<file path="config.mk">
export PLATFORM = sky130hd
export DESIGN_NAME = pwm_input_freq_duty_capture
export DESIGN_NICKNAME = d
export VERILOG_FILES = /design/src/sv/pidc_pkg.sv /design/src/sv/pwm_input_freq_duty_capture.sv /design/src/sv/pidc_front.sv /design/src/sv/pidc_queue.sv /design/src/sv/pidc_back.sv
export SDC_FILE = /design/constraint.sdc
export NUM_CORES = 1
export LEC_CHECK = 0
export BUFFER_PORTS_ARGS = -buffer_cell sky130_fd_sc_hd__buf_2
export CAP_MARGIN = 10
export CORE_AREA = 5 5 190 192
export CTS_BUF_LIST = sky130_fd_sc_hd__clkbuf_16
export DETAILED_ROUTE_END_ITERATION = 7
export DIE_AREA = 0 0 195 197
export GPL_TIMING_DRIVEN = 1
export PLACE_DENSITY = 0.7
export SETUP_SLACK_MARGIN = 0.5
export SYNTH_ARGS = -nofsm -noshare
export SYNTH_HDL_FRONTEND = slang
export SYNTH_HIERARCHICAL = 1
export SYNTH_SLANG_ARGS = --single-unit
</file>
<file path="constraint.sdc">
create_clock -name clk -period 3.65 [get_ports clk]
set_clock_uncertainty 0.2 [all_clocks]
set_input_delay 0.365 -clock clk [delete_from_list [all_inputs] [get_ports clk]]
set_output_delay 0.365 -clock clk [all_outputs]
set_load 0.005 [all_outputs]
</file>
<file path="src/sv/pidc_pkg.sv">
// Package with the shared constants, codes and types of the PWM input capture block.
package pidc_pkg;

    localparam int COUNT_WIDTH  = 16;
    localparam int NUM_CHANNELS = 2;

    localparam int CAPTURE_W = 16;
    localparam int STORE_W   = (COUNT_WIDTH < CAPTURE_W) ? COUNT_WIDTH : CAPTURE_W;
    localparam int DEN_W     = STORE_W + 1;
    localparam int FRAC_W    = 16;
    localparam int DIV_W     = DEN_W + FRAC_W;
    localparam int STEP_W    = $clog2(DIV_W);
    localparam int TICK_W    = 28;
    localparam int DUTY_W    = FRAC_W + 1;
    localparam int QUEUE_DEPTH = 2;
    localparam int QPTR_W    = $clog2(QUEUE_DEPTH);

    localparam logic [TICK_W-1:0] TICK_RESET = TICK_W'(1000000);
    localparam logic [DUTY_W-1:0] DUTY_ONE   = DUTY_W'(65536);

    localparam logic CMD_EDGE = 1'b0;
    localparam logic CMD_READ = 1'b1;

    localparam logic [1:0] PH_RISE1 = 2'd0;
    localparam logic [1:0] PH_FALL  = 2'd1;
    localparam logic [1:0] PH_RISE2 = 2'd2;

    typedef logic [STORE_W-1:0] cnt_t;

    typedef struct packed {
        logic need_div;
        logic next_edge_falling;
        logic clear_timer;
        cnt_t high;
        cnt_t period;
    } job_t;

endpackage

</file>
<file path="src/sv/pwm_input_freq_duty_capture.sv">
// Top level of the two-channel PWM input frequency and duty capture block.
// Each request is either a capture edge or a read. Edges and reads that find no finished
// measurement pass the queue and the back end's result register to the result ports, at
// one request per cycle while the divider is idle and results are popped. A read with a
// finished measurement loads a restoring divider that forms frequency and duty side by side,
// runs 33 steps, then the result moves out; requests meanwhile go into a two-entry queue.
module pwm_input_freq_duty_capture
    import pidc_pkg::*;
(
    input  logic              clk,
    input  logic              rst_n,
    input  logic              cfg_we,
    input  logic [TICK_W-1:0] cfg_wdata,
    input  logic              push,
    output logic              full,
    input  logic              command,
    input  logic              channel,
    input  logic [15:0]       captured_count,
    output logic              empty,
    input  logic              pop,
    output logic              next_edge_falling,
    output logic              clear_timer,
    output logic              measurement_valid,
    output logic [TICK_W-1:0] frequency_hz,
    output logic [DUTY_W-1:0] duty_q16
);

    logic [TICK_W-1:0] tick_rate_reg;
    logic              q_push;
    job_t              q_wr_job;
    logic              q_full;
    logic              q_pop;
    logic              q_valid;
    job_t              q_rd_job;

    always_ff @(posedge clk or negedge rst_n)
    begin
        if (!rst_n)
        begin
            tick_rate_reg <= TICK_RESET;
        end
        else if (cfg_we)
        begin
            tick_rate_reg <= cfg_wdata;
        end
    end

    assign full = q_full;

    pidc_front u_front (
        .clk            (clk),
        .rst_n          (rst_n),
        .push           (push),
        .command        (command),
        .channel        (channel),
        .captured_count (captured_count),
        .q_full         (q_full),
        .q_push         (q_push),
        .q_job          (q_wr_job)
    );

    pidc_queue u_queue (
        .clk      (clk),
        .rst_n    (rst_n),
        .wr_en    (q_push),
        .wr_job   (q_wr_job),
        .full     (q_full),
        .rd_en    (q_pop),
        .rd_valid (q_valid),
        .rd_job   (q_rd_job)
    );

    pidc_back u_back (
        .clk               (clk),
        .rst_n             (rst_n),
        .tick_rate         (tick_rate_reg),
        .q_valid           (q_valid),
        .q_job             (q_rd_job),
        .q_pop             (q_pop),
        .empty             (empty),
        .pop               (pop),
        .next_edge_falling (next_edge_falling),
        .clear_timer       (clear_timer),
        .measurement_valid (measurement_valid),
        .frequency_hz      (frequency_hz),
        .duty_q16          (duty_q16)
    );

    a_valid_no_clear: assert property (@(posedge clk) disable iff (!rst_n)
        (!empty && measurement_valid) |-> (!clear_timer && !next_edge_falling))
        else $error("A valid measurement came with a timer clear or a falling-edge arm.");

    a_invalid_zero: assert property (@(posedge clk) disable iff (!rst_n)
        (!empty && !measurement_valid) |-> (frequency_hz == '0 && duty_q16 == '0))
        else $error("A result without a measurement carries a non-zero frequency or duty.");

    a_duty_range: assert property (@(posedge clk) disable iff (!rst_n)
        !empty |-> (duty_q16 <= DUTY_ONE))
        else $error("The duty result exceeds one.");

    a_pop_only_valid: assert property (@(posedge clk) disable iff (!rst_n)
        q_pop |-> q_valid)
        else $error("The back end took a job from an empty queue.");

endmodule

</file>
<file path="src/sv/pidc_front.sv">
// Front end: accepts requests, runs the per-channel edge sequencers and classifies each request.
module pidc_front
    import pidc_pkg::*;
(
    input  logic        clk,
    input  logic        rst_n,
    input  logic        push,
    input  logic        command,
    input  logic        channel,
    input  logic [15:0] captured_count,
    input  logic        q_full,
    output logic        q_push,
    output job_t        q_job
);

    logic [1:0] phase_reg [NUM_CHANNELS];
    cnt_t       high_reg  [NUM_CHANNELS];
    cnt_t       period_reg[NUM_CHANNELS];
    logic       done_reg  [NUM_CHANNELS];

    logic       in_range;
    logic [1:0] phase_cur;
    logic [1:0] phase_next;
    cnt_t       high_next;
    cnt_t       period_next;
    logic       done_next;
    cnt_t       cnt;

    assign q_push   = push && !q_full;
    assign in_range = (32'(channel) < NUM_CHANNELS);
    assign cnt      = captured_count[STORE_W-1:0];

    always_comb
    begin
        phase_cur   = in_range ? phase_reg[channel] : PH_RISE1;
        phase_next  = phase_cur;
        high_next   = in_range ? high_reg[channel] : '0;
        period_next = in_range ? period_reg[channel] : '0;
        done_next   = in_range ? done_reg[channel] : 1'b0;
        q_job       = '0;
        if (in_range)
        begin
            if (command == CMD_EDGE)
            begin
                if (!done_next)
                begin
                    case (phase_cur)
                        PH_FALL:
                        begin
                            high_next  = cnt;
                            phase_next = PH_RISE2;
                        end
                        PH_RISE2:
                        begin
                            period_next = cnt;
                            phase_next  = PH_RISE1;
                            done_next   = 1'b1;
                        end
                        default:
                        begin
                            period_next       = cnt;
                            phase_next        = PH_FALL;
                            q_job.clear_timer = 1'b1;
                        end
                    endcase
                end
            end
            else if (done_next)
            begin
                q_job.need_div = 1'b1;
                q_job.high     = high_next;
                q_job.period   = period_next;
                done_next      = 1'b0;
            end
            q_job.next_edge_falling = (phase_next == PH_FALL);
        end
    end

    always_ff @(posedge clk or negedge rst_n)
    begin
        if (!rst_n)
        begin
            for (int i = 0; i < NUM_CHANNELS; i++)
            begin
                phase_reg[i]  <= PH_RISE1;
                high_reg[i]   <= '0;
                period_reg[i] <= '0;
                done_reg[i]   <= 1'b0;
            end
        end
        else if (q_push && in_range)
        begin
            phase_reg[channel]  <= phase_next;
            high_reg[channel]   <= high_next;
            period_reg[channel] <= period_next;
            done_reg[channel]   <= done_next;
        end
    end

endmodule

</file>
<file path="src/sv/pidc_queue.sv">
// Short queue of classified jobs between the front end and the back end.
module pidc_queue
    import pidc_pkg::*;
(
    input  logic clk,
    input  logic rst_n,
    input  logic wr_en,
    input  job_t wr_job,
    output logic full,
    input  logic rd_en,
    output logic rd_valid,
    output job_t rd_job
);

    job_t              entry_reg [QUEUE_DEPTH];
    logic [QPTR_W-1:0] wr_ptr_reg;
    logic [QPTR_W-1:0] rd_ptr_reg;
    logic [QPTR_W:0]   count_reg;

    assign full     = (count_reg == (QPTR_W + 1)'(QUEUE_DEPTH));
    assign rd_valid = (count_reg != '0);
    assign rd_job   = entry_reg[rd_ptr_reg];

    always_ff @(posedge clk)
    begin
        if (wr_en)
        begin
            entry_reg[wr_ptr_reg] <= wr_job;
        end
    end

    always_ff @(posedge clk or negedge rst_n)
    begin
        if (!rst_n)
        begin
            wr_ptr_reg <= '0;
            rd_ptr_reg <= '0;
            count_reg  <= '0;
        end
        else
        begin
            if (wr_en)
            begin
                wr_ptr_reg <= (wr_ptr_reg == QPTR_W'(QUEUE_DEPTH - 1)) ? '0 : wr_ptr_reg + 1'b1;
            end
            if (rd_en)
            begin
                rd_ptr_reg <= (rd_ptr_reg == QPTR_W'(QUEUE_DEPTH - 1)) ? '0 : rd_ptr_reg + 1'b1;
            end
            if (wr_en && !rd_en)
            begin
                count_reg <= count_reg + 1'b1;
            end
            else if (rd_en && !wr_en)
            begin
                count_reg <= count_reg - 1'b1;
            end
        end
    end

endmodule

</file>
<file path="src/sv/pidc_back.sv">
// Back end: bit-serial frequency and duty division and the result register.
module pidc_back
    import pidc_pkg::*;
(
    input  logic              clk,
    input  logic              rst_n,
    input  logic [TICK_W-1:0] tick_rate,
    input  logic              q_valid,
    input  job_t              q_job,
    output logic              q_pop,
    output logic              empty,
    input  logic              pop,
    output logic              next_edge_falling,
    output logic              clear_timer,
    output logic              measurement_valid,
    output logic [TICK_W-1:0] frequency_hz,
    output logic [DUTY_W-1:0] duty_q16
);

    localparam logic [1:0] ST_IDLE = 2'd0;
    localparam logic [1:0] ST_DIV  = 2'd1;
    localparam logic [1:0] ST_HOLD = 2'd2;

    logic [1:0]        st_reg,   st_next;
    logic [STEP_W-1:0] step_reg, step_next;
    logic [DIV_W-1:0]  fa_reg,   fa_next;
    logic [DEN_W-1:0]  fr_reg,   fr_next;
    logic [DIV_W-1:0]  da_reg,   da_next;
    logic [DEN_W-1:0]  dr_reg,   dr_next;
    logic [DEN_W-1:0]  den_reg,  den_next;
    logic              nef_reg,  nef_next;

    logic              out_valid_reg, out_valid_next;
    logic              nef_out_reg,   nef_out_next;
    logic              clr_out_reg,   clr_out_next;
    logic              mv_out_reg,    mv_out_next;
    logic [TICK_W-1:0] freq_out_reg,  freq_out_next;
    logic [DUTY_W-1:0] duty_out_reg,  duty_out_next;

    logic              slot_free;
    logic [DIV_W-1:0]  fa_step, da_step;
    logic [DEN_W-1:0]  fr_step, dr_step;

    function automatic logic [DIV_W+DEN_W-1:0] div_step(
        input logic [DIV_W-1:0] acc,
        input logic [DEN_W-1:0] rem,
        input logic [DEN_W-1:0] den
    );
        logic [DEN_W:0]   shifted;
        logic             qbit;
        logic [DEN_W-1:0] rem_new;
        shifted = {rem, acc[DIV_W-1]};
        qbit    = (shifted >= {1'b0, den});
        rem_new = qbit ? DEN_W'(shifted - {1'b0, den}) : shifted[DEN_W-1:0];
        return {acc[DIV_W-2:0], qbit, rem_new};
    endfunction

    assign slot_free = !out_valid_reg || pop;
    assign {fa_step, fr_step} = div_step(fa_reg, fr_reg, den_reg);
    assign {da_step, dr_step} = div_step(da_reg, dr_reg, den_reg);

    always_comb
    begin
        st_next        = st_reg;
        step_next      = step_reg;
        fa_next        = fa_reg;
        fr_next        = fr_reg;
        da_next        = da_reg;
        dr_next        = dr_reg;
        den_next       = den_reg;
        nef_next       = nef_reg;
        q_pop          = 1'b0;
        out_valid_next = out_valid_reg && !pop;
        nef_out_next   = nef_out_reg;
        clr_out_next   = clr_out_reg;
        mv_out_next    = mv_out_reg;
        freq_out_next  = freq_out_reg;
        duty_out_next  = duty_out_reg;
        case (st_reg)
            ST_IDLE:
            begin
                if (q_valid && q_job.need_div)
                begin
                    q_pop     = 1'b1;
                    st_next   = ST_DIV;
                    step_next = STEP_W'(DIV_W - 1);
                    fa_next   = DIV_W'(tick_rate);
                    fr_next   = '0;
                    da_next   = {{1'b0, q_job.high} + 1'b1, {FRAC_W{1'b0}}};
                    dr_next   = '0;
                    den_next  = {1'b0, q_job.period} + 1'b1;
                    nef_next  = q_job.next_edge_falling;
                end
                else if (q_valid && slot_free)
                begin
                    q_pop          = 1'b1;
                    out_valid_next = 1'b1;
                    nef_out_next   = q_job.next_edge_falling;
                    clr_out_next   = q_job.clear_timer;
                    mv_out_next    = 1'b0;
                    freq_out_next  = '0;
                    duty_out_next  = '0;
                end
            end
            ST_DIV:
            begin
                fa_next = fa_step;
                fr_next = fr_step;
                da_next = da_step;
                dr_next = dr_step;
                if (step_reg == '0)
                begin
                    st_next = ST_HOLD;
                end
                else
                begin
                    step_next = step_reg - 1'b1;
                end
            end
            ST_HOLD:
            begin
                if (slot_free)
                begin
                    st_next        = ST_IDLE;
                    out_valid_next = 1'b1;
                    nef_out_next   = nef_reg;
                    clr_out_next   = 1'b0;
                    mv_out_next    = 1'b1;
                    freq_out_next  = fa_reg[TICK_W-1:0];
                    duty_out_next  = (da_reg > DIV_W'(DUTY_ONE)) ? DUTY_ONE : da_reg[DUTY_W-1:0];
                end
            end
            default:
            begin
                st_next = ST_IDLE;
            end
        endcase
    end

    always_ff @(posedge clk or negedge rst_n)
    begin
        if (!rst_n)
        begin
            st_reg        <= ST_IDLE;
            out_valid_reg <= 1'b0;
        end
        else
        begin
            st_reg        <= st_next;
            out_valid_reg <= out_valid_next;
        end
    end

    always_ff @(posedge clk)
    begin
        step_reg     <= step_next;
        fa_reg       <= fa_next;
        fr_reg       <= fr_next;
        da_reg       <= da_next;
        dr_reg       <= dr_next;
        den_reg      <= den_next;
        nef_reg      <= nef_next;
        nef_out_reg  <= nef_out_next;
        clr_out_reg  <= clr_out_next;
        mv_out_reg   <= mv_out_next;
        freq_out_reg <= freq_out_next;
        duty_out_reg <= duty_out_next;
    end

    assign empty             = !out_valid_reg;
    assign next_edge_falling = nef_out_reg;
    assign clear_timer       = clr_out_reg;
    assign measurement_valid = mv_out_reg;
    assign frequency_hz      = freq_out_reg;
    assign duty_q16          = duty_out_reg;

endmodule
</file>
==> flow_metrics.tcl, run 1 <==
set metrics [dict create \
    tns_ns 0 \
    synth-seq-cells 347 \
    vias 10440 \
    largest_reg_flops 70 \
    finalPower_mw 17.10 \
    netlist_area_sq_um 16830 \
    cts-root-buf "clkbuf_16" \
    rr_worst_depth 11 \
    maxSlewHeadroom_pct 40.92 \
    hpwl_microns 23300 \
    wire_per_inst_microns 17.68 \
    muxShareOfSynthArea_pct 12.16 \
    clk_latency_ns 0.52 \
    antenna_found_initial 0 \
    hold_path_depth 3 \
    cp.arrival_ns 3.06 \
    critPathLaunchType "register" \
    ant_nets 0 \
    gp_congestion 0.8746 \
    synthSimpleGateAreaFrac_pct 12.46 \
    vdd_ir_drop_max_mv 0.4456 \
    final_util_pct 56.98 \
    place_ws_ns 0.3876 \
    via_per_inst 5.349 \
    rsz0062_at_grt "yes" \
    synth_compound_area_share_pct 7.098 \
    initial_utilization_pct 49.22 \
    h-tree-depth 2 \
    numPortBuffers 100 \
    synth-edff-count 242 \
    row_count 68 \
    final_cells 1952 \
    syn_inst 1310 \
    placed_cells 1828 \
    nNetsFinal 1564 \
    grt_pass1_wl_microns 55580 \
    cts_sinks 347 \
    setup_viol 0 \
    synth_top_family_by_area "simple AND/OR/NAND/NOR gates" \
    clk_pin_slew_worst_paths_ns 0.06 \
    cp_max_fo 12 \
    final_common_cell "edfxtp_1" \
    finalCritPeriodShare_pct 83.02 \
    ys_seq_area_share_pct 58.83 \
    die_h_microns 197 \
    outcome "completed" \
    grt-ovfl-total 0 \
    synthAdderAreaFrac_pct 3.360 \
    wl_microns 34520 \
    tritoncts "done" \
    hold_viol_final 0 \
    setup_slack_ns 0.6197 \
    firstDrtPassIters 4 \
    die_x_microns 195 \
    power_density_nw_per_um2 877.5 \
    dieArea_sq_um 38420 \
    critical_path_class "register to register" \
    top_level_ports 101 \
    synth_flop_cell "edfxtp_1" \
    min_path_type "primary input to register" \
    diodes 0 \
    cp-end-kind "register" \
    grt_use_total_pct 17.57 \
    cts_buffers 37 \
    drt-initial-drc-count 578 \
    avgSynthCellArea_sq_um 12.85 \
    worstMarginPinSlew_ns 0.8770 \
    drc_errors 0 \
    coreArea_sq_um 34200 \
    async_flop_share_pct 30.26 \
    fmax_mhz 330.0 \
    period_needed_ns 3.030 \
    synth_fp_nets 1405 \
    p_leak_nw 8.097 \
    final_cell_mix "edfxtp_1, nand2_1, buf_2" \
    grt_max_degree 67 \
    drive_gt1_share_pct 21.98 \
    syn_to_final_growth_pct 15.76 \
    slew_viol_final 0 \
    grt_pass1_vias 10520 \
    synth_xor_area_share_pct 3.018 \
    critPathRequiredTime_ns 3.68 \
    yosysUniqueCellTypes 80 \
    ys_warn_count 6 \
    clock_path_buffers 3 \
    cap_violations 0 \
]
[power breakdown]
| group | internal (mW) | switching (mW) | total, mW | leakage [nW] |
|---|---|---|---|---|
| Clock | 2.08 | 1.50 | 3.58 | 0.589 |
| Combinational | 2.79 | 3.73 | 6.52 | 3.82 |
| Sequential | 6.25 | 0.756 | 7.00 | 3.69 |
| Total | 11.1 | 5.99 | 17.1 | 8.10 |
[repair_timing]
action	4_1_cts	5_1_grt
gates resized for setup	3	6
endpoints found under the setup margin	19	34
hold buffers	46	0
hold endpoints to repair	159	0
pin swaps	1	5
buffers inserted	0	11
[cells in the mapped netlist, types with 33 or more instances]
library cell / count / area (sq um)
inv_1: 35 / 131.4
o21ai_0: 36 / 180.2
dfrtp_1: 98 / 2452
nand2_1: 153 / 574.3
and2_1: 72 / 450.4
a21oi_1: 49 / 245.2
mux2_4: 59 / 885.9
xnor2_1: 33 / 289.0
ha_1: 42 / 525.5
nand3_1: 38 / 190.2
mux2i_1: 35 / 350.3
edfxtp_1: 242 / 7267
mux2_2: 51 / 574.3
nor2_1: 64 / 240.2
[cell families after synthesis]
logic type	Yosys count
AND/OR/NAND/NOR	425
flip-flops	347
XOR/XNOR	58
buffers and inverters	92
AO/OA/AOI/OAI	178
adder cells (fa/ha/maj)	44
multiplexers	166
[path summary, 6_finish.rpt]
path,start,endpoint,slack (ns)
max,u_back/da_reg[32],u_back/dr_reg[10],0.62
min,pop,u_back/out_valid_reg,0.04
max reg2reg,u_back/da_reg[32],u_back/dr_reg[10],0.62
min reg2reg,u_front/high_reg[29],u_front/high_reg[29],0.28
max in group asynchronous,rst_n,tick_rate_reg[19],2.20
min in group asynchronous,rst_n,u_front/high_reg[26],0.28
[critical path: stages, from the launching register on]
cell and delay, ns:
edfxtp_1 0.46, inv_1 0.09, ha_1 0.16, inv_1 0.06, fa_2 0.34, a21o_1 0.21
a221oi_4 0.37, o21ai_4 0.14, o21a_1 0.23, buf_4 0.19, o21ai_0 0.18, a21oi_1 0.09
[layer usage]
metal  vias up  track usage, %  share of wire [%]
li1       5075               -                  -
met1      5079           23.39                 44
met2       229           30.32                 50
met3        58           2.513                4.4
met4         0           5.120                2.5
met5         -               0                  0
[area by class of cell]
cell class | instances | area, sq um
clock inverter | 28 | 193.9
inverter | 35 | 131.4
multi-input combinational | 871 | 6500
tap | 455 | 569.3
fill | 2788 | 14720
sequential | 347 | 9905
clock buffer | 39 | 975.9
timing repair buffer | 177 | 1212
[through the flow]
stage / hold slack [ns] / instance area, sq um
2_1_floorplan: -0.1306 / 16840
3_3_place_gp: 0.2647 / 17710
3_5_place_dp: 0.2754 / 17710
4_1_cts: 0.01105 / 19370
5_1_grt: 0.06183 / 19490
6_report: 0.03803 / 19490
(Power assumes the default switching activity.)
==> run 2: changes to the inputs <==
==> constraint.sdc (replaced) <==
create_clock -name clk -period 2.7 [get_ports clk]
set_clock_uncertainty 0.2 [all_clocks]
set_input_delay 0.27 -clock clk [delete_from_list [all_inputs] [get_ports clk]]
set_output_delay 0.27 -clock clk [all_outputs]
set_load 0.005 [all_outputs]
==> run 2 against run 1 <==
The flow now finishes with violations (setup timing). Die area did not move. Critical path depth did not move. Global-route usage is 1.4 points higher. Worst hold slack improved by 0.073 ns. Combinational power increased by 79%. Worst setup slack worse by 0.80 ns. Power grew 51%. Design area rose by 10%. Critical endpoint is now u_back/fr_reg[15]. Largest power group is now combinational cells.
==> flow_metrics.tcl, run 2 (synthesized netlist as in run 1, its figures left out) <==
set metrics [dict create \
    outcome "complete, but fails checks" \
    violations "setup timing" \
    clk_latency_ns 0.53 \
    hold_viol_final 0 \
    grt_pass1_vias 11370 \
    grt-ovfl-total 0 \
    r2r_end "u_back/fr_reg[15]" \
    reg2reg_from "u_back/fa_reg[32]" \
    switching_share_pct 35.49 \
    syn_to_final_growth_pct 27.69 \
    antenna_found_initial 0 \
    top_level_ports 101 \
    die_h_microns 197 \
    worstMarginPinSlew_ns 0.8690 \
    power_switching_mw 9.152 \
    power_density_nw_per_um2 1200 \
    dieArea_sq_um 38420 \
    worst_hold_path.endpoint "u_front/phase_reg[3]" \
    grt_max_degree 57 \
    via_per_inst 5.400 \
    gp_congestion 0.8813 \
    firstDrtPassIters 5 \
    vdd_ir_drop_max_mv 0.5917 \
    fmax_mhz 347.4 \
    wire_per_inst_microns 18.20 \
    crit_chain "inv_1, ha_2, inv_2, fa_2, a21o_1, a221oi_4, o221ai_4, o2111ai_4, buf_4, a211oi_1, nand4b_1" \
    p_leak_nw 9.068 \
    clock_path_buffers 3 \
    period_needed_ns 2.878 \
    die_x_microns 195 \
    rr_worst_depth 11 \
    rrSetupSlack_ns -0.18 \
    clk_pin_slew_worst_paths_ns 0.06 \
    setup_slack_ns -0.1785 \
    cp_top_family "compound AO/OA/AOI/OAI gates" \
    critPathLaunchType "register" \
    rsz0062_at_grt "yes" \
    critical_path_class "register to register" \
    drive_gt1_share_pct 34.07 \
    coreArea_sq_um 34200 \
    finalCritPeriodShare_pct 106.6 \
    p_comb_share_pct 45.3 \
    h-tree-depth 2 \
    placed_cells 1889 \
    min_path_type "primary input to register" \
    clkPwrFrac_pct 18.1 \
    cp.arrival_ns 2.93 \
    cap_violations 0 \
    slew_viol_final 0 \
    setup_viol 34 \
    cts-root-buf "clkbuf_16" \
    postLayoutCellArea_sq_um 21490 \
    row_count 68 \
    vias 11270 \
    largest_reg_flops 70 \
    drt-initial-drc-count 667 \
    critPathRequiredTime_ns 2.76 \
    numPortBuffers 100 \
    worstHoldStart "channel" \
    cts_buffers 37 \
    final_cells 2087 \
    hold_path_depth 4 \
    critPathMaxStageDelay_ns 0.38 \
    diodes 0 \
    tritoncts "done" \
    place_area_sq_um 18360 \
    fillers 2530 \
    cp-end-kind "register" \
    internal_power_mw 16.64 \
    crit_slowest_cell "edfxtp_1" \
    cts_sinks 347 \
    ant_nets 0 \
    final_cell_mix "edfxtp_1, nand2_1, buf_4" \
    cp_max_fo 5 \
    hpwl_microns 23460 \
    maxSlewHeadroom_pct 42.07 \
    drc_errors 0 \
    sequentialPowerShare_pct 36.6 \
    final_common_cell "edfxtp_1" \
    grt_use_total_pct 18.96 \
    initial_utilization_pct 49.22 \
    path_buf_inv 3 \
    nNetsFinal 1698 \
    grt_pass1_wl_microns 60160 \
    wl_microns 37990 \
    finalPower_mw 25.79 \
]
run 2: worst max path at each step:
| stage | from | end | slack [ns] | cells past startpoint |
|---|---|---|---|---|
| 4_1_cts | u_back/fa_reg[32] | u_back/fr_reg[15] | -0.13 | 11 |
| 5_1_grt | u_back/fa_reg[32] | u_back/fr_reg[15] | -0.30 | 11 |
| 6_report | u_back/fa_reg[32] | u_back/fr_reg[15] | -0.18 | 11 |
| 3_5_place_dp | u_back/fa_reg[32] | u_back/fr_reg[9] | -0.18 | 10 |
| 3_3_place_gp | u_back/fa_reg[32] | u_back/fr_reg[9] | -0.14 | 10 |
| 2_1_floorplan | u_back/fa_reg[32] | u_back/fr_reg[15] | -0.06 | 11 |
run 2: power by group through the flow:
stage	Clock (mW)	Sequential [mW]	Combinational (mW)
after floorplan	0	9.16	6.86
after global placement	0	9.41	9.26
after detailed placement	0	9.50	9.46
after CTS	4.77	9.40	10.8
after global routing	5.04	9.65	12.7
final	4.68	9.44	11.7
run 2: metrics by stage:
step | worst slack [ns] | setup TNS (ns) | hold WS [ns] | util [%]
2_1_floorplan | -0.05868 | -0.3850 | -0.2256 | -
3_3_place_gp | -0.1381 | -2.077 | 0.1484 | 53.67
3_5_place_dp | -0.1833 | -3.505 | 0.1600 | 53.67
4_1_cts | -0.1255 | -1.549 | 0.003883 | 60.86
5_1_grt | -0.3048 | -7.227 | 0.1574 | 62.84
6_report | -0.1785 | -2.809 | 0.1107 | 62.84
run 2: cell type report:
class | instances | area (sq um) | area share (%)
clock buffers | 37 | 925.9 | 4.308
clock inverters | 31 | 185.2 | 0.8615
inverters | 35 | 137.6 | 0.6403
multi-input cells | 874 | 7151 | 33.27
flip-flops and latches | 347 | 9905 | 46.08
well taps | 455 | 569.3 | 2.649
repair buffers | 308 | 2621 | 12.20
run 2: repair_timing:
item                                   4_1_cts  5_1_grt
pin swaps                                   64       62
gates resized for setup                    101       69
setup buffers                               38       33
endpoints found under the hold margin      143        0
cloned                                       6        5
setup endpoints to repair                  261      229
hold buffers                                48        0
run 2: worst min-delay path, delay by kind of cell:
kind | cells | cell delay [ns]
multiplexers | 1 | 0.17
buffers and inverters | 1 | 0.17
AO/OA/AOI/OAI | 1 | 0.08
AND/OR/NAND/NOR | 1 | 0.10
run 2: routing by layer:
| metal | track usage, % | vias up | routed length (microns) | share of wire (%) |
|---|---|---|---|---|
| li1 | - | 5375 | - | - |
| met1 | 25.87 | 5518 | 16270 | 43 |
| met2 | 31.94 | 294 | 18900 | 50 |
| met3 | 2.632 | 83 | 1679 | 4.4 |
| met4 | 5.767 | 0 | 1141 | 3.0 |
| met5 | 0 | - | 0 | 0 |
==> run 3: changes to the inputs <==
--- a/config.mk
+++ b/config.mk
@@ -12,8 +12,9 @@
 export DETAILED_ROUTE_END_ITERATION = 7
 export DIE_AREA = 0 0 195 197
 export GPL_TIMING_DRIVEN = 1
+export HOLD_SLACK_MARGIN = 0.08
 export PLACE_DENSITY = 0.7
-export SETUP_SLACK_MARGIN = 0.5
+export SETUP_SLACK_MARGIN = 0.02
 export SYNTH_ARGS = -nofsm -noshare
 export SYNTH_HDL_FRONTEND = slang
 export SYNTH_HIERARCHICAL = 1
==> run 3 against run 2 <==
The run still ends with setup timing left. Worst hold slack got worse by 0.026 ns. Clock power rose by 8.1%. Non-clock buffer count fell by 70. Via count fell by 4.4%. Highest routed layer unchanged.
==> flow_metrics.tcl, run 3 (synthesized netlist as in run 1, its figures left out) <==
set metrics [dict create \
    coreArea_sq_um 34200 \
    postLayoutCellArea_sq_um 20350 \
    grt-ovfl-total 0 \
    finalCritPeriodShare_pct 105.6 \
    die_x_microns 195 \
    grt_pass1_vias 11090 \
    firstDrtPassIters 5 \
    fmax_mhz 350.7 \
    largest_reg_flops 70 \
    grt_use_total_pct 18.19 \
    place_area_sq_um 18250 \
    final_common_cell "edfxtp_1" \
    final_cell_mix "edfxtp_1, nand2_1, buf_2" \
    drive_gt1_share_pct 27.64 \
    nNetsFinal 1628 \
    vdd_ir_drop_max_mv 0.6941 \
    drc_errors 0 \
    cts-root-buf "clkbuf_16" \
    cts_buffers 38 \
    fillers 2701 \
    cp.arrival_ns 2.88 \
    vias 10780 \
    critPathLaunchType "register" \
    clk_latency_ns 0.52 \
    maxSlewHeadroom_pct 34.13 \
    area.sequential_sq_um 9905 \
    via_per_inst 5.341 \
    drt-initial-drc-count 558 \
    tns_ns -2.577 \
    outcome "complete, but fails checks" \
    wire_per_inst_microns 17.65 \
    clk_pin_slew_worst_paths_ns 0.06 \
    antenna_found_initial 0 \
    period_needed_ns 2.851 \
    min_path_type "primary input to asynchronous set/reset pin" \
    setup_viol 35 \
    cp-end-kind "register" \
    hold_viol_final 0 \
    clock_path_buffers 3 \
    hpwl_microns 24320 \
    setup_slack_ns -0.1515 \
    top_level_ports 101 \
    p_leak_nw 8.506 \
    cap_violations 0 \
    grt_max_degree 67 \
    slew_viol_final 0 \
    worstMarginPinSlew_ns 0.9776 \
    cp_max_fo 5 \
    multi_input_area_sq_um 6721 \
    tritoncts "done" \
    rr_worst_depth 10 \
    numPortBuffers 100 \
    ant_nets 0 \
    dieArea_sq_um 38420 \
    initial_utilization_pct 49.22 \
    violations "setup timing" \
    rsz0062_at_grt "yes" \
    die_h_microns 197 \
    critical_path_class "register to register" \
    gp_congestion 0.8892 \
    cts_sinks 347 \
    critPathRequiredTime_ns 2.73 \
    wl_microns 35620 \
    syn_to_final_growth_pct 20.89 \
    grt_pass1_wl_microns 57700 \
    diodes 0 \
    row_count 68 \
    power_density_nw_per_um2 1212 \
    h-tree-depth 2 \
]
==> run 3: cell types whose count changed in the layout (fill, tap and decap cells not counted), moves of 8 or more <==
cell / before / now
xnor2_1: 25 / 33
o21ai_1: 23 / 5
nand3_1: 19 / 37
buf_6: 31 / 8
nand3_2: 14 / 2
o21ai_0: 15 / 28
buf_4: 108 / 72
==> run 3: area by class of cell <==
type	instances	area share, %
sequential	347	48.67
multi-input combinational	873	33.03
timing repair buffer	238	8.780
clock buffer	40	4.919
tap	455	2.798
clock inverter	30	1.156
inverter	35	0.6456
==> run 3: worst paths after layout <==
kind	startpoint	end	slack [ns]
max	u_back/fa_reg[32]	u_back/fr_reg[9]	-0.15
min	rst_n	u_front/high_reg[9]	0.08
max reg2reg	u_back/fa_reg[32]	u_back/fr_reg[9]	-0.15
min reg2reg	u_front/high_reg[25]	u_front/high_reg[25]	0.28
max in group asynchronous	rst_n	u_queue/count_reg[0]	1.48
min in group clk	cfg_we	tick_rate_reg[15]	0.26
==> run 3: through the flow <==
| stage | utilization [%] | cells | setup WS [ns] | hold WS (ns) | power (mW) |
|---|---|---|---|---|---|
| detailed placement | 53.36 | 1887 | -0.1383 | 0.1154 | 18.91 |
| global placement | 53.36 | 1887 | -0.1173 | 0.1027 | 18.57 |
| finish | 59.50 | 2018 | -0.1515 | 0.08460 | 24.66 |
| floorplan | - | 1310 | -0.03534 | -0.2256 | 15.91 |
| global route | 59.50 | 2018 | -0.2560 | 0.1328 | 26.23 |
| CTS | 59.23 | 2016 | -0.1073 | 0.09777 | 24.61 |
==> run 3: report_power, final <==
group	leakage, nW	total (mW)	switching [mW]	internal (mW)
Clock	0.633	5.06	2.07	2.99
Sequential	3.69	9.42	0.977	8.44
Combinational	4.18	10.2	5.55	4.62
==> run 3: per-layer routing <==
metal	vias up	wire [microns]	global-route usage [%]
li1	5230	-	-
met1	5250	15490	23.98
met2	237	17790	31.64
met3	61	1435	2.530
met4	0	900	5.405
met5	-	0	0
==> run 3: worst max-delay path: stages (launching register included) <==
cell and delay, ns:
edfxtp_1 0.38, inv_1 0.07, ha_2 0.18, inv_2 0.04, fa_2 0.33, a21o_1 0.20
a221oi_4 0.31, o221ai_4 0.19, o2111a_4 0.39, o211ai_1 0.18, a21oi_1 0.09
==> run 3: what timing repair did <==
item                                   CTS  global route
setup endpoints to repair               36            36
hold buffers                            52             0
setup buffers                            4             2
cloned                                   3             0
pin swaps                               19            12
resized for setup                       54            15
endpoints found under the hold margin  204             0
